<file path="src/design/lru_key_value_cache_assert.svh">
// ----------------------------------------------------------------------------
// LRU key-value cache assertion macros
// Shared concurrent assertion forms, clocked and reset-qualified.
// ----------------------------------------------------------------------------
`ifndef LRU_KEY_VALUE_CACHE_ASSERT_SVH
`define LRU_KEY_VALUE_CACHE_ASSERT_SVH

// same-cycle implication
`define LKV_ASSERT_IMP(label, clk, rst, ante, cons, msg) \
   label: assert property (@(posedge clk) disable iff (rst) (ante) |-> (cons)) \
      else $error(msg);

// next-cycle implication
`define LKV_ASSERT_NXT(label, clk, rst, ante, cons, msg) \
   label: assert property (@(posedge clk) disable iff (rst) (ante) |=> (cons)) \
      else $error(msg);

`endif

</file>
<file path="src/design/lkv_pkg.sv">
// ----------------------------------------------------------------------------
// LRU key-value cache package
// Shared constants, payload structs, opcodes and sequencer states.
// ----------------------------------------------------------------------------
`default_nettype none

package lkv_pkg;

   localparam int MAX_ENTRIES_DEFAULT = 16;
   localparam int KEY_W               = 32;
   localparam int VALUE_W             = 32;
   localparam int CAP_W               = 5;
   localparam logic [CAP_W-1:0] CAP_RESET = 5'd16;
   localparam int QUEUE_DEPTH         = 2;

   typedef enum logic {
      OP_GET = 1'b0,
      OP_PUT = 1'b1
   } lkv_op_type;

   typedef enum logic [1:0] {
      ST_IDLE,
      ST_MATCH,
      ST_EXEC,
      ST_RESP
   } lkv_state_type;

   // request payload as seen on the ports
   typedef struct packed {
      logic                      opcode;
      logic signed [KEY_W-1:0]   key;
      logic signed [VALUE_W-1:0] value_in;
   } lkv_req_type;

   // response payload as seen on the ports
   typedef struct packed {
      logic                      hit;
      logic signed [VALUE_W-1:0] value_out;
      logic                      evicted;
   } lkv_rsp_type;

   // decoded request carried through the queue
   typedef struct packed {
      lkv_op_type         op;
      logic [KEY_W-1:0]   key;
      logic [VALUE_W-1:0] value;
   } lkv_item_type;

   typedef struct packed {
      logic full;
      logic empty;
   } lkv_qstat_type;

endpackage

`default_nettype wire

</file>
<file path="src/design/lkv_ram.sv">
// ----------------------------------------------------------------------------
// LKV generic RAM
// One write port and one read port, registered read data.
// ----------------------------------------------------------------------------
`default_nettype none

module lkv_ram #(
   parameter int WIDTH = 32,
   parameter int DEPTH = 16,
   localparam int AW   = (DEPTH > 1) ? $clog2(DEPTH) : 1
) (
   input  wire logic             clock,
   input  wire logic             we,
   input  wire logic [AW-1:0]    waddr,
   input  wire logic [WIDTH-1:0] wdata,
   input  wire logic [AW-1:0]    raddr,
   output logic      [WIDTH-1:0] rdata
);

   logic [WIDTH-1:0] mem_ff [DEPTH];
   logic [WIDTH-1:0] rdata_ff;

   // write port
   always_ff @(posedge clock) begin
      if (we) begin
         mem_ff[waddr] <= wdata;
      end
   end

   // registered read port
   always_ff @(posedge clock) begin
      rdata_ff <= mem_ff[raddr];
   end

   assign rdata = rdata_ff;

endmodule

`default_nettype wire

</file>
<file path="src/design/lkv_front.sv">
// ----------------------------------------------------------------------------
// LKV front end
// Takes requests, decodes the opcode and hands them to the request queue.
// ----------------------------------------------------------------------------
`default_nettype none

module lkv_front (
   input  wire logic                  clock,
   input  wire logic                  reset,
   input  wire logic                  start,
   output logic                       busy,
   input  wire lkv_pkg::lkv_req_type   req_data,
   input  wire lkv_pkg::lkv_qstat_type q_stat,
   output logic                       push,
   output lkv_pkg::lkv_item_type      push_item
);

   import lkv_pkg::*;

   logic         pending_ff, pending_in;
   lkv_item_type item_ff, item_in;
   lkv_op_type   op_dec;
   logic         accept;

   // hold off only when the holding stage cannot drain
   assign busy   = pending_ff && q_stat.full;
   assign accept = start && !busy;
   assign push   = pending_ff && !q_stat.full;

   always_comb begin
      op_dec = req_data.opcode ? OP_PUT : OP_GET;

      pending_in = accept || (pending_ff && !push);

      item_in = item_ff;
      if (accept) begin
         item_in.op    = op_dec;
         item_in.key   = req_data.key;
         item_in.value = req_data.value_in;
      end
   end

   always_ff @(posedge clock) begin
      if (reset) begin
         pending_ff <= 1'b0;
      end else begin
         pending_ff <= pending_in;
      end
   end

   always_ff @(posedge clock) begin
      item_ff <= item_in;
   end

   assign push_item = item_ff;

endmodule

`default_nettype wire

</file>
<file path="src/design/lkv_queue.sv">
// ----------------------------------------------------------------------------
// LKV request queue
// Small FIFO between the front end and the back end.
// ----------------------------------------------------------------------------
`default_nettype none

module lkv_queue #(
   parameter int DEPTH = lkv_pkg::QUEUE_DEPTH
) (
   input  wire logic                  clock,
   input  wire logic                  reset,
   input  wire logic                  push,
   input  wire lkv_pkg::lkv_item_type push_item,
   input  wire logic                  pop,
   output lkv_pkg::lkv_item_type      pop_item,
   output lkv_pkg::lkv_qstat_type     q_stat
);

   import lkv_pkg::*;

   localparam int PW = (DEPTH > 1) ? $clog2(DEPTH) : 1;
   localparam int CW = $clog2(DEPTH + 1);

   lkv_item_type   slot_ff [DEPTH];
   logic [PW-1:0]  wr_ptr_ff, wr_ptr_in;
   logic [PW-1:0]  rd_ptr_ff, rd_ptr_in;
   logic [CW-1:0]  cnt_ff, cnt_in;

   // pointer and fill bookkeeping
   always_comb begin
      wr_ptr_in = wr_ptr_ff;
      rd_ptr_in = rd_ptr_ff;
      cnt_in    = cnt_ff;
      if (push) begin
         wr_ptr_in = (wr_ptr_ff == PW'(DEPTH - 1)) ? '0 : wr_ptr_ff + 1'b1;
      end
      if (pop) begin
         rd_ptr_in = (rd_ptr_ff == PW'(DEPTH - 1)) ? '0 : rd_ptr_ff + 1'b1;
      end
      if (push && !pop) begin
         cnt_in = cnt_ff + 1'b1;
      end else if (pop && !push) begin
         cnt_in = cnt_ff - 1'b1;
      end
   end

   always_ff @(posedge clock) begin
      if (reset) begin
         wr_ptr_ff <= '0;
         rd_ptr_ff <= '0;
         cnt_ff    <= '0;
      end else begin
         wr_ptr_ff <= wr_ptr_in;
         rd_ptr_ff <= rd_ptr_in;
         cnt_ff    <= cnt_in;
      end
   end

   always_ff @(posedge clock) begin
      if (push) begin
         slot_ff[wr_ptr_ff] <= push_item;
      end
   end

   assign pop_item     = slot_ff[rd_ptr_ff];
   assign q_stat.full  = (cnt_ff == CW'(DEPTH));
   assign q_stat.empty = (cnt_ff == '0);

endmodule

`default_nettype wire

</file>
<file path="src/design/lkv_back.sv">
// ----------------------------------------------------------------------------
// LKV back end
// Key compare, recency ranking, eviction and value store for one request
// at a time; a four-step sequencer drives the work.
// ----------------------------------------------------------------------------
`default_nettype none

module lkv_back #(
   parameter int MAX_ENTRIES = lkv_pkg::MAX_ENTRIES_DEFAULT,
   localparam int CNTW       = $clog2(MAX_ENTRIES + 1)
) (
   input  wire logic                        clock,
   input  wire logic                        reset,
   input  wire logic [lkv_pkg::CAP_W-1:0]   capacity,
   input  wire lkv_pkg::lkv_qstat_type      q_stat,
   input  wire lkv_pkg::lkv_item_type       pop_item,
   output logic                             pop,
   output logic                             rsp_valid,
   output lkv_pkg::lkv_rsp_type             rsp_data,
   output logic [CNTW-1:0]                  count
);

   import lkv_pkg::*;

   localparam int AW = (MAX_ENTRIES > 1) ? $clog2(MAX_ENTRIES) : 1;
   localparam int WW = 16;

   lkv_state_type    state_ff, state_in;
   lkv_item_type     item_ff, item_in;
   logic [KEY_W-1:0] key_ff [MAX_ENTRIES];
   logic [KEY_W-1:0] key_in [MAX_ENTRIES];
   logic [AW-1:0]    age_ff [MAX_ENTRIES];
   logic [AW-1:0]    age_in [MAX_ENTRIES];
   logic [CNTW-1:0]  count_ff, count_in;

   logic             hit_ff, hit_in;
   logic [AW-1:0]    hit_slot_ff, hit_slot_in;
   logic [AW-1:0]    hit_age_ff, hit_age_in;
   logic [AW-1:0]    lru_slot_ff, lru_slot_in;
   logic             full_ff, full_in;
   logic             evict_ff, evict_in;
   logic             get_hit_ff, get_hit_in;

   logic [CNTW-1:0]  count_m1;
   logic             srch_hit;
   logic [AW-1:0]    srch_slot, srch_age, srch_lru;
   logic [WW-1:0]    cap_eff;
   logic             is_put, evict, insert, promote;
   logic [AW-1:0]    slot, prom_age;
   logic             ram_we;
   logic [VALUE_W-1:0] ram_rdata;

   // sequencer: next state and handshake outputs
   always_comb begin
      state_in  = state_ff;
      pop       = 1'b0;
      rsp_valid = 1'b0;
      unique case (state_ff)
         ST_IDLE: begin
            if (!q_stat.empty) begin
               pop      = 1'b1;
               state_in = ST_MATCH;
            end
         end
         ST_MATCH: state_in = ST_EXEC;
         ST_EXEC:  state_in = ST_RESP;
         ST_RESP: begin
            rsp_valid = 1'b1;
            state_in  = ST_IDLE;
         end
         default:  state_in = ST_IDLE;
      endcase
   end

   always_ff @(posedge clock) begin
      if (reset) begin
         state_ff <= ST_IDLE;
      end else begin
         state_ff <= state_in;
      end
   end

   // parallel search: entries below the count are valid, ranks are 0..count-1
   always_comb begin
      count_m1  = count_ff - 1'b1;
      srch_hit  = 1'b0;
      srch_slot = '0;
      srch_age  = '0;
      srch_lru  = '0;
      for (int i = 0; i < MAX_ENTRIES; i++) begin
         if (CNTW'(i) < count_ff) begin
            if (key_ff[i] == item_ff.key) begin
               srch_hit  = 1'b1;
               srch_slot = srch_slot | AW'(i);
               srch_age  = srch_age | age_ff[i];
            end
            if (age_ff[i] == AW'(count_m1)) begin
               srch_lru = srch_lru | AW'(i);
            end
         end
      end
   end

   // capacity clamped to 1..MAX_ENTRIES
   always_comb begin
      cap_eff = WW'(capacity);
      if (cap_eff == '0) begin
         cap_eff = WW'(1);
      end
      if (cap_eff > WW'(MAX_ENTRIES)) begin
         cap_eff = WW'(MAX_ENTRIES);
      end
   end

   // execute-step decisions
   assign is_put   = (item_ff.op == OP_PUT);
   assign evict    = is_put && !hit_ff && full_ff;
   assign insert   = is_put && !hit_ff && !full_ff;
   assign promote  = hit_ff || evict;
   assign slot     = hit_ff ? hit_slot_ff : (evict ? lru_slot_ff : count_ff[AW-1:0]);
   assign prom_age = hit_ff ? hit_age_ff : AW'(count_m1);
   assign ram_we   = (state_ff == ST_EXEC) && is_put;

   // datapath next values
   always_comb begin
      item_in     = pop ? pop_item : item_ff;
      key_in      = key_ff;
      age_in      = age_ff;
      count_in    = count_ff;
      hit_in      = hit_ff;
      hit_slot_in = hit_slot_ff;
      hit_age_in  = hit_age_ff;
      lru_slot_in = lru_slot_ff;
      full_in     = full_ff;
      evict_in    = evict_ff;
      get_hit_in  = get_hit_ff;

      if (state_ff == ST_MATCH) begin
         hit_in      = srch_hit;
         hit_slot_in = srch_slot;
         hit_age_in  = srch_age;
         lru_slot_in = srch_lru;
         full_in     = (WW'(count_ff) >= cap_eff);
      end

      if (state_ff == ST_EXEC) begin
         // age every more recent entry (all of them on a plain insert)
         for (int i = 0; i < MAX_ENTRIES; i++) begin
            if (CNTW'(i) < count_ff) begin
               if (insert || (promote && (age_ff[i] < prom_age))) begin
                  age_in[i] = age_ff[i] + 1'b1;
               end
            end
         end
         if (promote || insert) begin
            age_in[slot] = '0;
         end
         if (is_put && !hit_ff) begin
            key_in[slot] = item_ff.key;
         end
         if (insert) begin
            count_in = count_ff + 1'b1;
         end
         evict_in   = evict;
         get_hit_in = !is_put && hit_ff;
      end
   end

   always_ff @(posedge clock) begin
      if (reset) begin
         count_ff <= '0;
      end else begin
         count_ff <= count_in;
      end
   end

   always_ff @(posedge clock) begin
      item_ff     <= item_in;
      key_ff      <= key_in;
      age_ff      <= age_in;
      hit_ff      <= hit_in;
      hit_slot_ff <= hit_slot_in;
      hit_age_ff  <= hit_age_in;
      lru_slot_ff <= lru_slot_in;
      full_ff     <= full_in;
      evict_ff    <= evict_in;
      get_hit_ff  <= get_hit_in;
   end

   // value store: written on put, read for the response
   lkv_ram #(
      .WIDTH (VALUE_W),
      .DEPTH (MAX_ENTRIES)
   ) u_value_ram (
      .clock (clock),
      .we    (ram_we),
      .waddr (slot),
      .wdata (item_ff.value),
      .raddr (slot),
      .rdata (ram_rdata)
   );

   // response fields
   always_comb begin
      rsp_data.hit       = hit_ff;
      rsp_data.value_out = get_hit_ff ? ram_rdata : '0;
      rsp_data.evicted   = evict_ff;
   end

   assign count = count_ff;

endmodule

`default_nettype wire

</file>
<file path="src/design/lru_key_value_cache.sv">
// ----------------------------------------------------------------------------
// LRU key-value cache
// Fully associative get/put store with least-recently-used replacement.
// ----------------------------------------------------------------------------
// A request is taken when start is high and busy is low. Every request gives
// exactly one response, shown on rsp_data for a single cycle with rsp_valid
// high; the receiver cannot stall it, so it must take the response then.
// A taken request passes the holding stage and the request queue; the back end
// serves one request at a time while more are taken behind it: its
// sequencer walks search, execute and respond steps, and the value RAM read
// is registered. A one-deep holding stage and a two-entry queue
// keep three requests behind the one in service, so a burst of four requests
// is taken before busy rises. The user must write the capacity register only
// while no request is in flight; the block itself does not enforce this. 0 acts
// as 1, and values above MAX_ENTRIES act as MAX_ENTRIES.
`default_nettype none

`include "lru_key_value_cache_assert.svh"

module lru_key_value_cache #(
   parameter int MAX_ENTRIES = lkv_pkg::MAX_ENTRIES_DEFAULT
) (
   input  wire logic                      clock,
   input  wire logic                      reset,
   input  wire logic                      start,
   output logic                           busy,
   input  wire lkv_pkg::lkv_req_type      req_data,
   output logic                           rsp_valid,
   output lkv_pkg::lkv_rsp_type           rsp_data,
   input  wire logic                      csr_write_en,
   input  wire logic [lkv_pkg::CAP_W-1:0] csr_write_data
);

   import lkv_pkg::*;

   localparam int CNTW = $clog2(MAX_ENTRIES + 1);

   logic [CAP_W-1:0] cap_ff, cap_in;
   lkv_qstat_type    q_stat;
   logic             push, pop;
   lkv_item_type     push_item, pop_item;
   logic [CNTW-1:0]  count;
   logic             rsp_evict, rsp_quiet, count_ok;

   // capacity register
   assign cap_in = csr_write_en ? csr_write_data : cap_ff;

   always_ff @(posedge clock) begin
      if (reset) begin
         cap_ff <= CAP_RESET;
      end else begin
         cap_ff <= cap_in;
      end
   end

   lkv_front u_front (
      .clock     (clock),
      .reset     (reset),
      .start     (start),
      .busy      (busy),
      .req_data  (req_data),
      .q_stat    (q_stat),
      .push      (push),
      .push_item (push_item)
   );

   lkv_queue #(
      .DEPTH (QUEUE_DEPTH)
   ) u_queue (
      .clock     (clock),
      .reset     (reset),
      .push      (push),
      .push_item (push_item),
      .pop       (pop),
      .pop_item  (pop_item),
      .q_stat    (q_stat)
   );

   lkv_back #(
      .MAX_ENTRIES (MAX_ENTRIES)
   ) u_back (
      .clock     (clock),
      .reset     (reset),
      .capacity  (cap_ff),
      .q_stat    (q_stat),
      .pop_item  (pop_item),
      .pop       (pop),
      .rsp_valid (rsp_valid),
      .rsp_data  (rsp_data),
      .count     (count)
   );

   // checks
   assign rsp_evict = rsp_valid && rsp_data.evicted;
   assign rsp_quiet = !rsp_data.hit && (rsp_data.value_out == '0);
   assign count_ok  = (count <= CNTW'(MAX_ENTRIES));

   `LKV_ASSERT_NXT(a_rsp_single, clock, reset, rsp_valid, !rsp_valid, "response over two cycles")
   `LKV_ASSERT_IMP(a_evict_miss, clock, reset, rsp_evict, rsp_quiet, "eviction with hit or data")
   `LKV_ASSERT_IMP(a_count_max, clock, reset, 1'b1, count_ok, "entry count above table size")

endmodule

`default_nettype wire

</file>
<file path="config.mk">
export PLATFORM = sky130hd
export DESIGN_NAME = lru_key_value_cache
export DESIGN_NICKNAME = d
export VERILOG_FILES = /design/src/design/lkv_pkg.sv /design/src/design/lkv_ram.sv /design/src/design/lkv_front.sv /design/src/design/lkv_queue.sv /design/src/design/lkv_back.sv /design/src/design/lru_key_value_cache.sv
export VERILOG_INCLUDE_DIRS = /design/src /design/src/design
export SDC_FILE = /design/constraint.sdc
export NUM_CORES = 2
export LEC_CHECK = 0
export ABC_AREA = 0
export BUFFER_PORTS_ARGS = -buffer_cell sky130_fd_sc_hd__buf_2
export CAP_MARGIN = 40
export CORE_MARGIN = 2
export CORE_UTILIZATION = 50
export CTS_CLUSTER_DIAMETER = 100
export DETAILED_ROUTE_END_ITERATION = 6
export PLACE_DENSITY_LB_ADDON = 0.2
export RECOVER_POWER = 25
export SYNTH_ARGS = -nofsm -noshare
export SYNTH_HDL_FRONTEND = slang
export SYNTH_HIERARCHICAL = 1
export SYNTH_SLANG_ARGS = --single-unit
</file>
<file path="constraint.sdc">
create_clock -name clock -period 11.6 [get_ports clock]
set_input_delay 2.32 -clock clock [delete_from_list [all_inputs] [get_ports clock]]
set_output_delay 2.32 -clock clock [all_outputs]
set_load 0.02 [all_outputs]
</file>
==> key figures <==
Status
  – Outcome: finished, violations left
  – Failing checks: capacitance limit, slew limit

Die
  – Core Rows: 125
  – Die X: 346 um
  – Io pins: 110
  – Die height: 346 um
  – Core area: around 120000 sq um
  – Starting Density: between 50 and 60%
  – Die area: about 120000 sq um

GRT
  – Antenna violations before repair: 5
  – Gr ovfl total: 0
  – First-pass GRT wire length: roughly 200000 um
  – Largest net degree at the start of global routing: a little over 80
  – GRT Total Usage: 22.4%
  – Number of global-route vias before repair: about 31k

STA
  – Minimum clock period: ~4.6 ns
  – Fin. max-slew vios: about 450
  – Fin. Hold Viols: 0
  – Peak Freq: between 0.2 and 0.25 GHz
  – Max Clock Skew: slightly above 0.06 ns
  – Unrepaired setup endpoints after global routing: no
  – Relative slew slack: -83.5%
  – Setup TNS: 0 ns
  – Worst Tran Pin Value: about 2.8 ns
  – Finish-stage setup viols: 0
  – Worst hold slack: roughly 0.42 ns
  – Period utilization: approximately 40%

Synthesis
  – Post-Synth Simple-Gate Area: between 5 and 6%
  – Synth top area share: between 70% and 80%
  – Syn avg cell area: 17.5 sq um
  – Yosys reg bits: 1414
  – Post-synth cell types: 71
  – Synth area leaders: edfxtp_1 70%, xor2_1 5.8%, mux4_2 4.9%
  – Mapped cell area: 58400 sq um
  – Multiplexer share of the synthesized area: about 6.4%
  – Post-synth EDFFs: about 1.4k
  – Sequential cell area fraction in the yosys report: 71.9%
  – Synth Area in XOR/XNOR: about a tenth
  – Synthesized netlist cell count: about 3.3k
  – Adder-cell share of the synthesized area: under 10%
  – Largest family of logic cells by synthesized area: XOR/XNOR gates
  – Ys async rst share: 0%
  – Dominant cell type by area after synthesis: edfxtp_1
  – Yosys warns: 6
  – Post-synth top cells: 1364 x edfxtp_1, 384 x xor2_1, 240 x xnor2_1, 128 x mux4_2, 96 x nor2_1
  – Synthesized net count: approximately 3.5k
  – Compound-gate portion of the synthesized area: 2.94%
  – Most frequent cell after synthesis: edfxtp_1
  – Primary FF master, synth: edfxtp_1

Critical path
  – Critical setup path kind: reg2reg
  – Startpoint Class: register
  – Slowest library cell on the worst path: clkbuf_1
  – WP data required: about 12 ns
  – Worst path bufs/invs: 1
  – Crit path cell chain: clkbuf_1 -> xnor2_1 -> nand4_1 -> nor4_1 -> and3_1 -> a222oi_1 -> and4_1 -> o2111ai_1
  – CP Max Fanout: 32
  – CP max stage delay: around 1.9 ns
  – Crit-path leading delay family: buffers and inverters
  – Worst Path Arrival: between 5 and 6 ns
  – Crit. End Element: register

Hold path
  – Min-Delay Path Class: reg2reg

Place
  – Area after DPL: roughly 61000 sq um
  – GP Congestion: roughly 0.88
  – DP HPWL: roughly 79000 um
  – I/O Buffers: around 110
  – Placed Cells incl. Taps: 4930

Routing
  – Routed vias: 30.2k
  – Drt wl/cell: 25.5 um
  – DR vias/cell: a little under 6
  – Drt first pass iters: 7
  – DRT antenna net count: 0
  – Remaining DRCs: 0
  – Final wirelength: around 130000 um
  – Drt initial violations: 2880

Clock tree
  – Clk sinks: around 1.4k
  – Worst skew pair latency: approximately 0.8 ns
  – CTS tree: yes
  – Num CTS Buffers: approximately 150
  – H-tree Lvls: 4
  – PostCTS Resize Cnt: 0
  – Total setup buffers inserted after CTS: 0
  – Clk pin slew, worst setup/hold paths: roughly 0.06 ns
  – Max Buffers Root-to-Sink: 3
  – CTS root buffer: clkbuf_16
  – Hold_buf cts: 0

Cells and area
  – Finished Cell Area: 65800 sq um
  – Nets: 3705
  – Share of layout cells above drive strength 1: roughly a fifth
  – Fillers: between 8k and 9k
  – Synth-to-Final Area Change: 12.7%
  – Fin cells: 5200
  – Diodes inserted: 0

Power
  – Pwr per Cell Area: 220 nW/um^2
  – PnR Total Power: 14500 uW
  – Leakage: 0.0217 uW
  – VDD IR max: about 0.00017 V

Job
  – Max Cap Viol: 14
[flip-flops by register name, summed over array words and instances (netlist names), named ones only]
register and count:
cap_ff 5, u_back/age_ff 64, u_back/count 5, u_back/evict_ff 1, u_back/full_ff 1, u_back/get_hit_ff 1, u_back/hit_age_ff 4, u_back/hit_ff 1
u_back/hit_slot_ff 4, u_back/is_put 1, u_back/item_ff 64, u_back/key_ff 512, u_back/lru_slot_ff 4, u_back/state_ff 2, u_back/u_value_ram/mem_ff 512, u_back/u_value_ram/rdata 32
u_front/pending_ff 1, u_front/push_item 65, u_queue/cnt_ff 2, u_queue/rd_ptr_ff 1, u_queue/slot_ff 130, u_queue/wr_ptr_ff 1
[metal layers]
layer / up-vias / part of all wire, % / track usage, %
met2: 1059 / 49 / 36.7
met5: - / 0 / 0
li1: 13200 / - / -
met1: 15700 / 42 / 30.9
met4: 0 / 2.3 / 6.79
met3: 232 / 6.5 / 3.72
[kinds of logic after synthesis]
group,Yosys count
xor gates and xnor gates,626
and+or+nand+nor,547
buffers and inverters,208
AOI/OAI and AO/OA,260
adders and majority gates,77
DFF,1414
muxes,207
[area by class of cell]
type | instances | area, sq um | share of cell area, %
multi-input cells | 1717 | 15200 | 23.1
clock inverters | 88 | 1020 | 1.55
inverters | 57 | 226 | 0.344
well taps | 1524 | 1910 | 2.90
clock buffers | 182 | 3870 | 5.88
flip-flops and latches | 1414 | 42000 | 63.7
repair buffers | 218 | 1610 | 2.44
[placed cells by master, fill, tap and decap left out, types with 49 or more instances in the layout]
| cell | n |
|---|---|
| mux2_2 | 65 |
| nor2_1 | 67 |
| buf_2 | 111 |
| nand2_1 | 89 |
| a22oi_1 | 76 |
| ha_1 | 76 |
| dfxtp_1 | 49 |
| mux4_2 | 128 |
| xnor2_1 | 240 |
| buf_4 | 71 |
| inv_1 | 54 |
| clkbuf_16 | 146 |
| nand4_1 | 59 |
| edfxtp_1 | 1364 |
| a21oi_1 | 72 |
| nor4_1 | 92 |
| xor2_1 | 384 |
[per-stage QoR]
stage	setup slack [ns]	util, %
3_5_place_dp	7.05	52.6
6_report	7.00	56.7
3_3_place_gp	6.96	52.1
4_1_cts	7.10	56.8
2_1_floorplan	6.00	-
5_1_grt	6.77	56.7
[report_power, final]
group	leakage (uW)	switching, uW	internal [uW]
sequential	0.0128	389	6390
clock	0.00236	1970	2730
combinational	0.00653	1910	1080
[final timing paths]
check                                                startpoint                               end  slack (ns)  cells past startpoint
worst min register to register  u_front/push_item[25]$_DFFE_PP_  u_queue/slot_ff[0][25]$_DFFE_PP_        0.42                      0
worst max register to register     u_back/item_ff[41]$_DFFE_PP_    u_back/hit_age_ff[0]$_DFFE_PN_        7.00                      8
worst max-delay path               u_back/item_ff[41]$_DFFE_PP_    u_back/hit_age_ff[0]$_DFFE_PN_        7.00                      8
worst min-delay path            u_front/push_item[25]$_DFFE_PP_  u_queue/slot_ff[0][25]$_DFFE_PP_        0.42                      0
(Power assumes the default switching activity.)
